### src/rtl/core/rwtp_pkg.sv
package rwtp_pkg;

  localparam int unsigned ByteW = 8;
  localparam int unsigned AddrW = 20;
  localparam int unsigned DataW = 8;
  localparam int unsigned NibW  = 4;

  // ASCII codes the parser reacts to
  localparam logic [ByteW-1:0] CH_TAB    = 8'h09;
  localparam logic [ByteW-1:0] CH_NL     = 8'h0A;
  localparam logic [ByteW-1:0] CH_SPACE  = 8'h20;
  localparam logic [ByteW-1:0] CH_COMMA  = 8'h2C;
  localparam logic [ByteW-1:0] CH_SLASH  = 8'h2F;
  localparam logic [ByteW-1:0] CH_ZERO   = 8'h30;
  localparam logic [ByteW-1:0] CH_NINE   = 8'h39;
  localparam logic [ByteW-1:0] CH_UP_A   = 8'h41;
  localparam logic [ByteW-1:0] CH_UP_F   = 8'h46;
  localparam logic [ByteW-1:0] CH_UP_X   = 8'h58;
  localparam logic [ByteW-1:0] CH_LO_A   = 8'h61;
  localparam logic [ByteW-1:0] CH_LO_F   = 8'h66;
  localparam logic [ByteW-1:0] CH_LO_X   = 8'h78;
  localparam logic [ByteW-1:0] CH_LBRACE = 8'h7B;
  localparam logic [ByteW-1:0] HEX_TEN   = 8'h0A;

  typedef enum logic [3:0] {
    PH_LINE_START = 4'd0,
    PH_IGNORE     = 4'd1,
    PH_OPEN       = 4'd2,
    PH_ADDR_ZERO  = 4'd3,
    PH_ADDR_X     = 4'd4,
    PH_ADDR_D1    = 4'd5,
    PH_ADDR_D2    = 4'd6,
    PH_ADDR_D3    = 4'd7,
    PH_ADDR_D4    = 4'd8,
    PH_ADDR_DONE  = 4'd9,
    PH_COMMA      = 4'd10,
    PH_DATA_ZERO  = 4'd11,
    PH_DATA_X     = 4'd12,
    PH_DATA_D1    = 4'd13
  } phase_t;

  typedef struct packed {
    logic             ok;
    logic [NibW-1:0]  nib;
  } hex_t;

  // held character between the input register and the parser
  typedef struct packed {
    logic             valid;
    logic [ByteW-1:0] text_byte;
  } char_t;

  // parser to result register
  typedef struct packed {
    logic             take;
    logic             load;
    logic [AddrW-1:0] write_address;
    logic [DataW-1:0] write_data;
  } step_t;

  function automatic hex_t hex_decode(logic [ByteW-1:0] c);
    hex_t h;
    h.ok  = 1'b1;
    h.nib = '0;
    if (c >= CH_ZERO && c <= CH_NINE) begin
      h.nib = NibW'(c - CH_ZERO);
    end else if (c >= CH_LO_A && c <= CH_LO_F) begin
      h.nib = NibW'(c - CH_LO_A + HEX_TEN);
    end else if (c >= CH_UP_A && c <= CH_UP_F) begin
      h.nib = NibW'(c - CH_UP_A + HEX_TEN);
    end else begin
      h.ok = 1'b0;
    end
    return h;
  endfunction

endpackage

### src/rtl/core/rwtp_byte_if.sv
interface rwtp_byte_if;
  logic                          valid;
  logic                          ready;
  logic [rwtp_pkg::ByteW-1:0]    text_byte;

  modport source (output valid, output text_byte, input ready);
  modport sink   (input valid, input text_byte, output ready);
endinterface

### src/rtl/core/rwtp_write_if.sv
interface rwtp_write_if;
  logic                          valid;
  logic                          ready;
  logic [rwtp_pkg::AddrW-1:0]    write_address;
  logic [rwtp_pkg::DataW-1:0]    write_data;

  modport source (output valid, output write_address, output write_data, input ready);
  modport sink   (input valid, input write_address, input write_data, output ready);
endinterface

### src/rtl/core/rwtp_in_stage.sv
module rwtp_in_stage (
  input  logic               clk,
  input  logic               rst,
  rwtp_byte_if.sink          text,
  input  logic               take,
  output rwtp_pkg::char_t    ch
);

  logic                       valid;
  logic [rwtp_pkg::ByteW-1:0] text_byte;

  // free when empty or when the held character moves on this cycle
  assign text.ready = !valid || take;

  always_ff @(posedge clk) begin
    if (rst) begin
      valid <= 1'b0;
    end else if (text.ready) begin
      valid <= text.valid;
    end
  end

  always_ff @(posedge clk) begin
    if (text.valid && text.ready) begin
      text_byte <= text.text_byte;
    end
  end

  assign ch.valid     = valid;
  assign ch.text_byte = text_byte;

endmodule

### src/rtl/core/rwtp_fsm.sv
module rwtp_fsm (
  input  logic               clk,
  input  logic               rst,
  input  rwtp_pkg::char_t    ch,
  input  logic               out_free,
  output rwtp_pkg::step_t    step
);

  rwtp_pkg::phase_t              phase, phase_next;
  logic [rwtp_pkg::AddrW-1:0]    address_accumulator, address_accumulator_next;
  logic [rwtp_pkg::NibW-1:0]     data_high_nibble, data_high_nibble_next;

  rwtp_pkg::hex_t                hex;
  logic                          is_blank;
  logic                          is_nl;
  logic                          is_x;
  logic                          emit;
  logic                          take;
  logic [rwtp_pkg::AddrW-1:0]    nib_ext;

  assign hex      = rwtp_pkg::hex_decode(ch.text_byte);
  assign is_blank = (ch.text_byte == rwtp_pkg::CH_SPACE) || (ch.text_byte == rwtp_pkg::CH_TAB);
  assign is_nl    = (ch.text_byte == rwtp_pkg::CH_NL);
  assign is_x     = (ch.text_byte == rwtp_pkg::CH_LO_X) || (ch.text_byte == rwtp_pkg::CH_UP_X);
  assign nib_ext  = {{(rwtp_pkg::AddrW - rwtp_pkg::NibW){1'b0}}, hex.nib};

  // the second value digit completes a record
  assign emit = ch.valid && !is_blank && !is_nl && (phase == rwtp_pkg::PH_DATA_D1) && hex.ok;
  assign take = ch.valid && (!emit || out_free);

  always_comb begin
    phase_next               = phase;
    address_accumulator_next = address_accumulator;
    data_high_nibble_next    = data_high_nibble;
    if (take && !is_blank) begin
      if (is_nl) begin
        phase_next = rwtp_pkg::PH_LINE_START;
      end else begin
        case (phase)
          rwtp_pkg::PH_LINE_START: begin
            if (ch.text_byte == rwtp_pkg::CH_LBRACE) begin
              phase_next = rwtp_pkg::PH_OPEN;
            end else if (ch.text_byte == rwtp_pkg::CH_SLASH) begin
              phase_next = rwtp_pkg::PH_IGNORE;
            end
          end
          rwtp_pkg::PH_IGNORE: begin
            phase_next = rwtp_pkg::PH_IGNORE;
          end
          rwtp_pkg::PH_OPEN: begin
            phase_next = (ch.text_byte == rwtp_pkg::CH_ZERO) ?
                         rwtp_pkg::PH_ADDR_ZERO : rwtp_pkg::PH_IGNORE;
          end
          rwtp_pkg::PH_ADDR_ZERO: begin
            phase_next = is_x ? rwtp_pkg::PH_ADDR_X : rwtp_pkg::PH_IGNORE;
          end
          rwtp_pkg::PH_ADDR_X: begin
            if (hex.ok) begin
              address_accumulator_next = nib_ext << 16;
              phase_next = rwtp_pkg::PH_ADDR_D1;
            end else begin
              phase_next = rwtp_pkg::PH_IGNORE;
            end
          end
          rwtp_pkg::PH_ADDR_D1: begin
            if (hex.ok) begin
              address_accumulator_next = address_accumulator | (nib_ext << 12);
              phase_next = rwtp_pkg::PH_ADDR_D2;
            end else begin
              phase_next = rwtp_pkg::PH_IGNORE;
            end
          end
          rwtp_pkg::PH_ADDR_D2: begin
            if (hex.ok) begin
              address_accumulator_next = address_accumulator | (nib_ext << 8);
              phase_next = rwtp_pkg::PH_ADDR_D3;
            end else begin
              phase_next = rwtp_pkg::PH_IGNORE;
            end
          end
          rwtp_pkg::PH_ADDR_D3: begin
            if (hex.ok) begin
              address_accumulator_next = address_accumulator | (nib_ext << 4);
              phase_next = rwtp_pkg::PH_ADDR_D4;
            end else begin
              phase_next = rwtp_pkg::PH_IGNORE;
            end
          end
          rwtp_pkg::PH_ADDR_D4: begin
            if (hex.ok) begin
              address_accumulator_next = address_accumulator | nib_ext;
              phase_next = rwtp_pkg::PH_ADDR_DONE;
            end else begin
              phase_next = rwtp_pkg::PH_IGNORE;
            end
          end
          rwtp_pkg::PH_ADDR_DONE: begin
            phase_next = (ch.text_byte == rwtp_pkg::CH_COMMA) ?
                         rwtp_pkg::PH_COMMA : rwtp_pkg::PH_IGNORE;
          end
          rwtp_pkg::PH_COMMA: begin
            phase_next = (ch.text_byte == rwtp_pkg::CH_ZERO) ?
                         rwtp_pkg::PH_DATA_ZERO : rwtp_pkg::PH_IGNORE;
          end
          rwtp_pkg::PH_DATA_ZERO: begin
            phase_next = is_x ? rwtp_pkg::PH_DATA_X : rwtp_pkg::PH_IGNORE;
          end
          rwtp_pkg::PH_DATA_X: begin
            if (hex.ok) begin
              data_high_nibble_next = hex.nib;
              phase_next = rwtp_pkg::PH_DATA_D1;
            end else begin
              phase_next = rwtp_pkg::PH_IGNORE;
            end
          end
          rwtp_pkg::PH_DATA_D1: begin
            phase_next = rwtp_pkg::PH_IGNORE;
          end
          default: begin
            phase_next = rwtp_pkg::PH_IGNORE;
          end
        endcase
      end
    end
  end

  always_comb begin
    step.take          = take;
    step.load          = take && emit;
    step.write_address = address_accumulator;
    step.write_data    = {data_high_nibble, hex.nib};
  end

  always_ff @(posedge clk) begin
    if (rst) begin
      phase               <= rwtp_pkg::PH_LINE_START;
      address_accumulator <= '0;
      data_high_nibble    <= '0;
    end else begin
      phase               <= phase_next;
      address_accumulator <= address_accumulator_next;
      data_high_nibble    <= data_high_nibble_next;
    end
  end

endmodule

### src/rtl/core/rwtp_out_stage.sv
module rwtp_out_stage (
  input  logic               clk,
  input  logic               rst,
  input  rwtp_pkg::step_t    step,
  output logic               out_free,
  rwtp_write_if.source       wr
);

  logic                       valid;
  logic [rwtp_pkg::AddrW-1:0] write_address;
  logic [rwtp_pkg::DataW-1:0] write_data;

  assign out_free = !valid || wr.ready;

  always_ff @(posedge clk) begin
    if (rst) begin
      valid <= 1'b0;
    end else if (step.load) begin
      valid <= 1'b1;
    end else if (wr.ready) begin
      valid <= 1'b0;
    end
  end

  always_ff @(posedge clk) begin
    if (step.load) begin
      write_address <= step.write_address;
      write_data    <= step.write_data;
    end
  end

  assign wr.valid         = valid;
  assign wr.write_address = write_address;
  assign wr.write_data    = write_data;

endmodule

### src/rtl/core/register_write_text_parser.sv
// Channel  Role    Payload                              Request
// -------  ------  -----------------------------------  -------------------------------
// text     sink    text_byte[7:0]                       one character of settings text
// wr       source  write_address[19:0], write_data[7:0] one register write
//
// One character enters per cycle unless a closing value digit waits on a stalled write;
// a write request passes the input register and then the result register on its way to wr.
// Reset (rst, synchronous) returns the parser to line start and empties both registers.
// A stalled write request holds only the character that would replace it; blanks,
// newlines and characters that close no record keep flowing while wr is stalled.
module register_write_text_parser (
  input  logic          clk,
  input  logic          rst,
  rwtp_byte_if.sink     text,
  rwtp_write_if.source  wr
);

  rwtp_pkg::char_t  ch;
  rwtp_pkg::step_t  step;
  logic             out_free;

  // hold one character ahead of the parser
  rwtp_in_stage u_in (
    .clk  (clk),
    .rst  (rst),
    .text (text),
    .take (step.take),
    .ch   (ch)
  );

  // advance the line phase and build the address and value
  rwtp_fsm u_fsm (
    .clk      (clk),
    .rst      (rst),
    .ch       (ch),
    .out_free (out_free),
    .step     (step)
  );

  // hold the finished write request until the sink takes it
  rwtp_out_stage u_out (
    .clk      (clk),
    .rst      (rst),
    .step     (step),
    .out_free (out_free),
    .wr       (wr)
  );

endmodule

### src/flat_wrapper.sv
// flat-port wrapper written by rule: the top's interface ports become plain ports
module register_write_text_parser_flat 
  (clk, rst, text_valid, text_text_byte, text_ready, wr_valid, wr_write_address, wr_write_data, wr_ready);
  rwtp_byte_if text_i ();
  rwtp_write_if wr_i ();
  input  logic clk;
  input  logic rst;
  input wire logic [$bits(text_i.valid)-1:0] text_valid;
  input wire logic [$bits(text_i.text_byte)-1:0] text_text_byte;
  output wire logic [$bits(text_i.ready)-1:0] text_ready;
  output wire logic [$bits(wr_i.valid)-1:0] wr_valid;
  output wire logic [$bits(wr_i.write_address)-1:0] wr_write_address;
  output wire logic [$bits(wr_i.write_data)-1:0] wr_write_data;
  input wire logic [$bits(wr_i.ready)-1:0] wr_ready;
  assign text_i.valid = text_valid;
  assign text_i.text_byte = text_text_byte;
  assign text_ready = text_i.ready;
  assign wr_valid = wr_i.valid;
  assign wr_write_address = wr_i.write_address;
  assign wr_write_data = wr_i.write_data;
  assign wr_i.ready = wr_ready;
  register_write_text_parser u_core (.clk(clk), .rst(rst), .text(text_i), .wr(wr_i));
endmodule
### config.mk
export PLATFORM = sky130hd
export DESIGN_NAME = register_write_text_parser_flat
export DESIGN_NICKNAME = d
export VERILOG_FILES = /design/src/rtl/core/rwtp_pkg.sv /design/src/rtl/core/rwtp_byte_if.sv /design/src/rtl/core/rwtp_write_if.sv /design/src/rtl/core/rwtp_in_stage.sv /design/src/rtl/core/rwtp_fsm.sv /design/src/rtl/core/rwtp_out_stage.sv /design/src/rtl/core/register_write_text_parser.sv /design/src/flat_wrapper.sv
export SDC_FILE = /design/constraint.sdc
export NUM_CORES = 1
export LEC_CHECK = 0
export BUFFER_PORTS_ARGS = -buffer_cell sky130_fd_sc_hd__buf_4
export CORE_UTILIZATION = 50
export CTS_BUF_LIST = sky130_fd_sc_hd__clkbuf_4 sky130_fd_sc_hd__clkbuf_8
export DETAILED_ROUTE_END_ITERATION = 10
export GPL_TIMING_DRIVEN = 0
export PLACE_DENSITY = 0.77
export SLEW_MARGIN = 40
export SYNTH_ARGS = -nofsm -noshare
export SYNTH_HDL_FRONTEND = slang
export SYNTH_SLANG_ARGS = --single-unit
### constraint.sdc
create_clock -name clk -period 3.2 [get_ports clk]
set_input_delay 0.8 -clock clk [delete_from_list [all_inputs] [get_ports clk]]
set_output_delay 0.8 -clock clk [all_outputs]
set_load 0.1 [all_outputs]
# After elaboration in Yosys (flattened, before gate mapping)
# Index checks and enable logic that the tools add are counted.
[totals]
word_cells = 107
regBits = 66
input_bits = 12
output_inout_bits = 30
[classes]
n_addsub = 5
order_cmp = 6
reduce_logical = 27
bitwise_logic = 5
n_eq_ne = 27
muxes = 29
[op_table]
columns = ["operator", "n"]
rows = [
  ["20-bit 2-to-1 mux", 5],
  ["20-bit one-hot mux with 5 select lines", 1],
  ["4-bit 2-to-1 mux", 12],
  ["4-bit one-hot mux with 12 select lines", 1],
  ["8-bit by 6-bit equality test with 1-bit output (second input constant)", 4],
  ["4-bit equality test (second input constant)", 6],
  ["8-bit by 7-bit equality test with 1-bit output (second input constant)", 3],
  ["20-bit by 12-bit bitwise OR with 20-bit output", 1],
  ["20-bit by 16-bit bitwise OR with 20-bit output", 1],
  ["20-bit by 4-bit bitwise OR with 20-bit output", 1],
  ["20-bit by 8-bit bitwise OR with 20-bit output", 1],
  ["4-bit by 3-bit equality test with 1-bit output (second input constant)", 4],
  ["8-bit by 4-bit equality test with 1-bit output (second input constant)", 2],
  ["8-bit by 7-bit greater-or-equal comparator with 1-bit output (second input constant)", 2],
  ["8-bit by 7-bit less-or-equal comparator with 1-bit output (second input constant)", 2],
  ["3-bit 2-to-1 mux", 4],
  ["4-bit by 1-bit subtractor with 4-bit output (second input constant)", 3],
  ["1-bit logical AND", 11],
  ["2-bit != test (second input constant)", 5],
  ["4-bit adder (second input constant)", 2],
  ["4-bit by 2-bit equality test with 1-bit output (second input constant)", 2],
  ["8-bit by 6-bit greater-or-equal comparator with 1-bit output (second input constant)", 1],
  ["8-bit by 6-bit less-or-equal comparator with 1-bit output (second input constant)", 1],
  ["8-bit AND reduction", 1],
  ["other kinds (11)", 23],
]

# Logic depth before layout (Yosys ltp)
[depth]
ltp_word = 12
ltp_mapped = 9
mapped_depth_nobuf = 8

# Hierarchy
# From an unflattened synthesis, not the netlist that was laid out.
[unflattened]
hier_cells = 236
hier_area_um2 = 2746.4
[by_module_without_submodules]
columns = ["module", "cells_per_inst", "seq_area_each_um2", "instances", "area_per_inst_um2"]
rows = [
  ["rwtp_fsm", 190, 560.5, 1, 1556.5],
  ["rwtp_out_stage", 32, 860.8, 1, 887.1],
  ["rwtp_in_stage", 14, 260.2, 1, 302.8],
]

# Worst setup path after synthesis
# Ideal clock, no wire load.
[synth_path]
path_kind = "reg-to-reg"
from = "register u_core.u_in.text_byte[1] in the netlist's numbering"
to = "register u_core.u_out.write_address (netlist bit u_core.u_out.wr.write_address[0]) (enable)"
n_path_buf = 0
path_stages_with_launch = 9
setup_ps = 416
t_arrival_ps = 2827
setup_slack_ps = -43
period_less_slack_ps = 3243
t_required_ps = 2784
cell_sequence = "edfxtp_1 > inv_1 > ha_1 > o21bai_1 > a21oi_2 > a21oi_4 > nor2_1 > nand4_1 > nor2b_1"
[synth_rtl]
columns = ["item", "line_no", "source"]
rows = [
  ["start: declaration", "rwtp_in_stage.sv:10", "logic [rwtp_pkg::ByteW-1:0] text_byte;"],
  ["start signal: assignment", "rwtp_in_stage.sv:25", "text_byte <= text.text_byte;"],
  ["end signal: assignment", "rwtp_out_stage.sv:27", "write_address <= step.write_address;"],
  ["end: declaration", "rwtp_out_stage.sv:10", "logic [rwtp_pkg::AddrW-1:0] write_address;"],
]

# Worst setup path after layout
[layout_path]
from = "register u_core.u_in.text_byte[0] in the netlist's numbering"
to = "output text_ready"
[layout_between]
elab_chain_len = 11
elab_cells_between_ends = 26
cone_classes = "order compare: 6; eq/ne: 3; mux: 3; reduce/logical: 14"
[layout_rtl]
columns = ["item", "line_no", "source"]
rows = [
  ["parallel branches: the longest is 6 deep, another holds 8-bit by 7-bit greater-or-equal comparator with 1-bit output", "n/a", ""],
  ["1-bit logical AND *", "rwtp_fsm.sv:28", "assign emit = ch.valid && !is_blank && !is_nl && (phase == rwtp_pkg::PH_DATA_D1) && hex.ok;"],
  ["1-bit zero test *", "rwtp_fsm.sv:29", "assign take = ch.valid && (!emit || out_free);"],
  ["1-bit logical OR *", "rwtp_fsm.sv:29", ""],
  ["1-bit logical AND *", "rwtp_fsm.sv:29", ""],
  ["1-bit logical OR *", "rwtp_in_stage.sv:13", "assign text.ready = !valid || take;"],
  ["end: declaration", "flat_wrapper.sv:10", "output wire logic [$bits(text_i.ready)-1:0] text_ready;"],
]
# Mark *: on every way between the ends.

==> impl_metrics.csv <==
group,metric,value,unit
layout,syn2layout_area_growth,23.4,%
synthesis,synth_top_family_by_area,"simple AND/OR/NAND/NOR gates",
global_routing,antenna_found_initial,0,
synthesis,ys_ff_latch,66,
global_routing,globalRouteTotalUtil,21.5,%
layout,multi_input_area,0.00109,sq mm
synthesis,synth_xor_area_share,0.310,%
synthesis,synth_ff_type,"edfxtp_1",
drt,drc,0,
sta,fmax,327,MHz
synthesis,netlist_instances,245,
placed_design,place_hpwl,4090,um
clocking,clock_latency,0.34,ns
layout,antenna_cells,0,
sta,period_minus_slack,3.05,ns
worst_setup_path,critPathRequiredTime,2.40,ns
synthesis,synth_warnings,0,
drt,wl_met3,293,um
global_routing,grt.overflow.total,0,
synthesis,netlist_area,0.00282,sq mm
floorplanning,fp.dieArea,0.00595,sq mm
global_routing,grt_pass1_wl,9780,um
worst_setup_path,endpoint_kind,"output port",
sta,slew_headroom,49.5,%
sta,finClkSkew,0.0103,ns
worst_hold_path,min_path_cells,0,
layout,post-route-cell-area,0.00349,sq mm
drt,vias_per_cell,5.70,
floorplanning,start_util,53.6,%
synthesis,ys_seq_area_share,59.5,%
worst_setup_path,cp_max_fo,7,
drt,ant_nets,0,
floorplanning,coreArea,0.00527,sq mm
layout,layout.nets,316,
worst_setup_path,path_class,"register to output port",
synthesis,yosys.area.top_type,"edfxtp_1",
drt,drtPass1Iterations,4,
floorplanning,rows,26,
synthesis,yosys.area_share.adder,1.77,%
synthesis,synth_compound_area_share,13.1,%
clocking,cts_buffers,9,
placed_design,gp_congestion,0.922,
placed_design,dpl_cell_area,0.00322,sq mm
synthesis,yosys.area_share.simple,19.9,%
placed_design,io_buffers,40,
clocking,cts_max_level,3,
sta,timing.final.hold_violations,0,
sta,period_share,95.4,%
layout,drive_gt1_share,26.9,%
clocking,cts_hold_buf,0,
power_and_ir_drop,p_per_area,509,mW/mm^2
drt,wl_met2,2950,um
layout,layout_common_cells,"buf_4 (44), edfxtp_1 (36), nor2_1 (30), dfxtp_1 (30), a21oi_1 (22)",
clocking,clkSlewWorstSetupHoldPaths,0.07,ns
floorplanning,die_x,77.2,um
worst_setup_path,arrival,2.25,ns
layout,nFillCells,403,
power_and_ir_drop,p_leak,1.31,nW
drt,met1_length,2600,um
synthesis,synth.area.top_cells,"edfxtp_1 (38%), dfxtp_1 (21%), nor2_1 (4.0%)",
synthesis,synth_nets,261,
drt,drt_iter0_drc,155,
sta,setup_slack,0.146,ns
drt,wl,5940,um
drt,top_layer_used,"met4",
sta,finalMaxSlewViolations,0,
power_and_ir_drop,ir_worst_vdd,0.000427,V
synthesis,synth-edff-count,36,
synthesis,synth_cell_types,57,
status,status,"finished, final reports clean",
clocking,tritoncts,"done",
clocking,ctsRootBufferMaster,"clkbuf_8",
global_routing,grt_pass1_vias,1985,
sta,worst_pin_slew,0.757,ns
drt,wire_per_inst,15.8,um
placed_design,preCtsSetupSlack,0.222,ns
sta,finalSetupViolations,0,
layout,mostFrequentLayoutCell,"buf_4",
worst_hold_path,hold_path.class,"register to register",
synthesis,synth_top_area_share,38.3,%
sta,rsz0062_at_grt,"false",
floorplanning,ios,42,
synthesis,async_flop_share,0,%
flow_run,drv_cap,0,
drt,via_count,2136,
layout,regArea,0.00168,sq mm
global_routing,grt_max_degree,29,
worst_setup_path,reg2reg_depth,8,
clocking,cts.path.max_buffers,2,
synthesis,synthMuxAreaShare,2.88,%
synthesis,avgSynthCellArea,11.5,sq um
worst_setup_path,start_kind,"register",
clocking,clkSinkCount,66,
floorplanning,die_y,77.2,um
## report_power, final
part	leakage, nW	switching [mW]	internal (mW)
Sequential	0.599	0.00978	0.896
Combinational	0.599	0.0569	0.0412
Clock	0.110	0.320	0.450
## repair_timing
item / CTS / global route
setup endpoints to repair: 1 / 1
resized for setup: 2 / 2
endpoints found under the hold margin: 0 / 0
pin swaps: 1 / 0
buffers inserted: 2 / 2
## stage by stage
| stage | utilization, % | power (mW) | cells | hold slack [ns] | setup TNS, ns |
|---|---|---|---|---|---|
| 6_report | 66.1 | 1.77 | 375 | 0.433 | 0 |
| 3_3_place_gp | 61.0 | 1.01 | 355 | 0.411 | -2.83 |
| 3_5_place_dp | 61.1 | 1.01 | 355 | 0.413 | 0 |
| 5_1_grt | 66.1 | 1.83 | 375 | 0.444 | 0 |
| 2_1_floorplan | - | 0.986 | 245 | 0.402 | 0 |
| 4_1_cts | 65.7 | 1.78 | 373 | 0.435 | 0 |
## path summary, 6_finish.rpt
kind | slack [ns] | endpoint | startpoint
max | 0.15 | text_ready | u_core.u_in.text_byte[0]
min | 0.43 | u_core.u_out.wr.write_address[18] | u_core.u_fsm.address_accumulator[18]
max reg2reg | 0.40 | u_core.u_out.wr.write_data[5] | u_core.u_in.text_byte[0]
min reg2reg | 0.43 | u_core.u_out.wr.write_address[18] | u_core.u_fsm.address_accumulator[18]
## area by class of cell
type,count,area share [%]
buffer,10,1.47
clock buffer,10,3.77
clock inverter,6,2.58
inverter,5,0.538
multi-input combinational,164,31.3
sequential,66,48.2
tap,70,2.51
timing repair buffer,44,9.58
## logic make-up (layout without fill, tap and decap cells)
group / Yosys count / in the layout
mux: 8 / 8
buf+inv: 15 / 75
flops: 66 / 66
fa+ha+maj: 4 / 4
simple gates: 95 / 95
compound gates: 56 / 56
xor+xnor: 1 / 1
## synth_stat cells, drive strengths merged, types with 2 or more instances
library cell	count
a21oi	24
nand2	14
dfxtp	30
nand2b	5
o21ai	11
nor3	6
o311ai	2
o211ai	3
or3b	2
inv	5
nand4	6
clkbuf	5
ha	4
buf	5
nor4b	3
nor2	30
a22o	4
o32ai	2
nand3	7
edfxtp	36
mux2i	7
a21o	2
nor4	4
nor2b	4
nand3b	3
## layer usage
| layer | global-route usage, % | vias up |
|---|---|---|
| li1 | - | 1030 |
| met1 | 27.1 | 1022 |
| met2 | 34.9 | 74 |
| met3 | 4.52 | 10 |
| met4 | 10.8 | 0 |
| met5 | 0 | - |
## worst max-delay path, stage by stage (launching register included)
cell and delay, ns:
edfxtp_1 0.46, inv_1 0.14, ha_2 0.26, nand3b_1 0.10, a211o_1 0.33, nand2_2 0.17
nor2_1 0.11, nand2_1 0.11, buf_6 0.23
## sequential cells by signal, summed over array words and instances (netlist names)
| register | count |
|---|---|
| u_core.u_out.wr.write_address | 20 |
| u_core.u_out.wr.write_data | 8 |
| u_core.u_fsm.address_accumulator | 20 |
| u_core.u_fsm.phase | 4 |
| u_core.u_in.text_byte | 8 |
| u_core.u_in.valid | 1 |
| u_core.u_out.wr.valid | 1 |
| u_core.u_fsm.data_high_nibble | 4 |
Note: power is estimated with default switching activity, not from simulation.
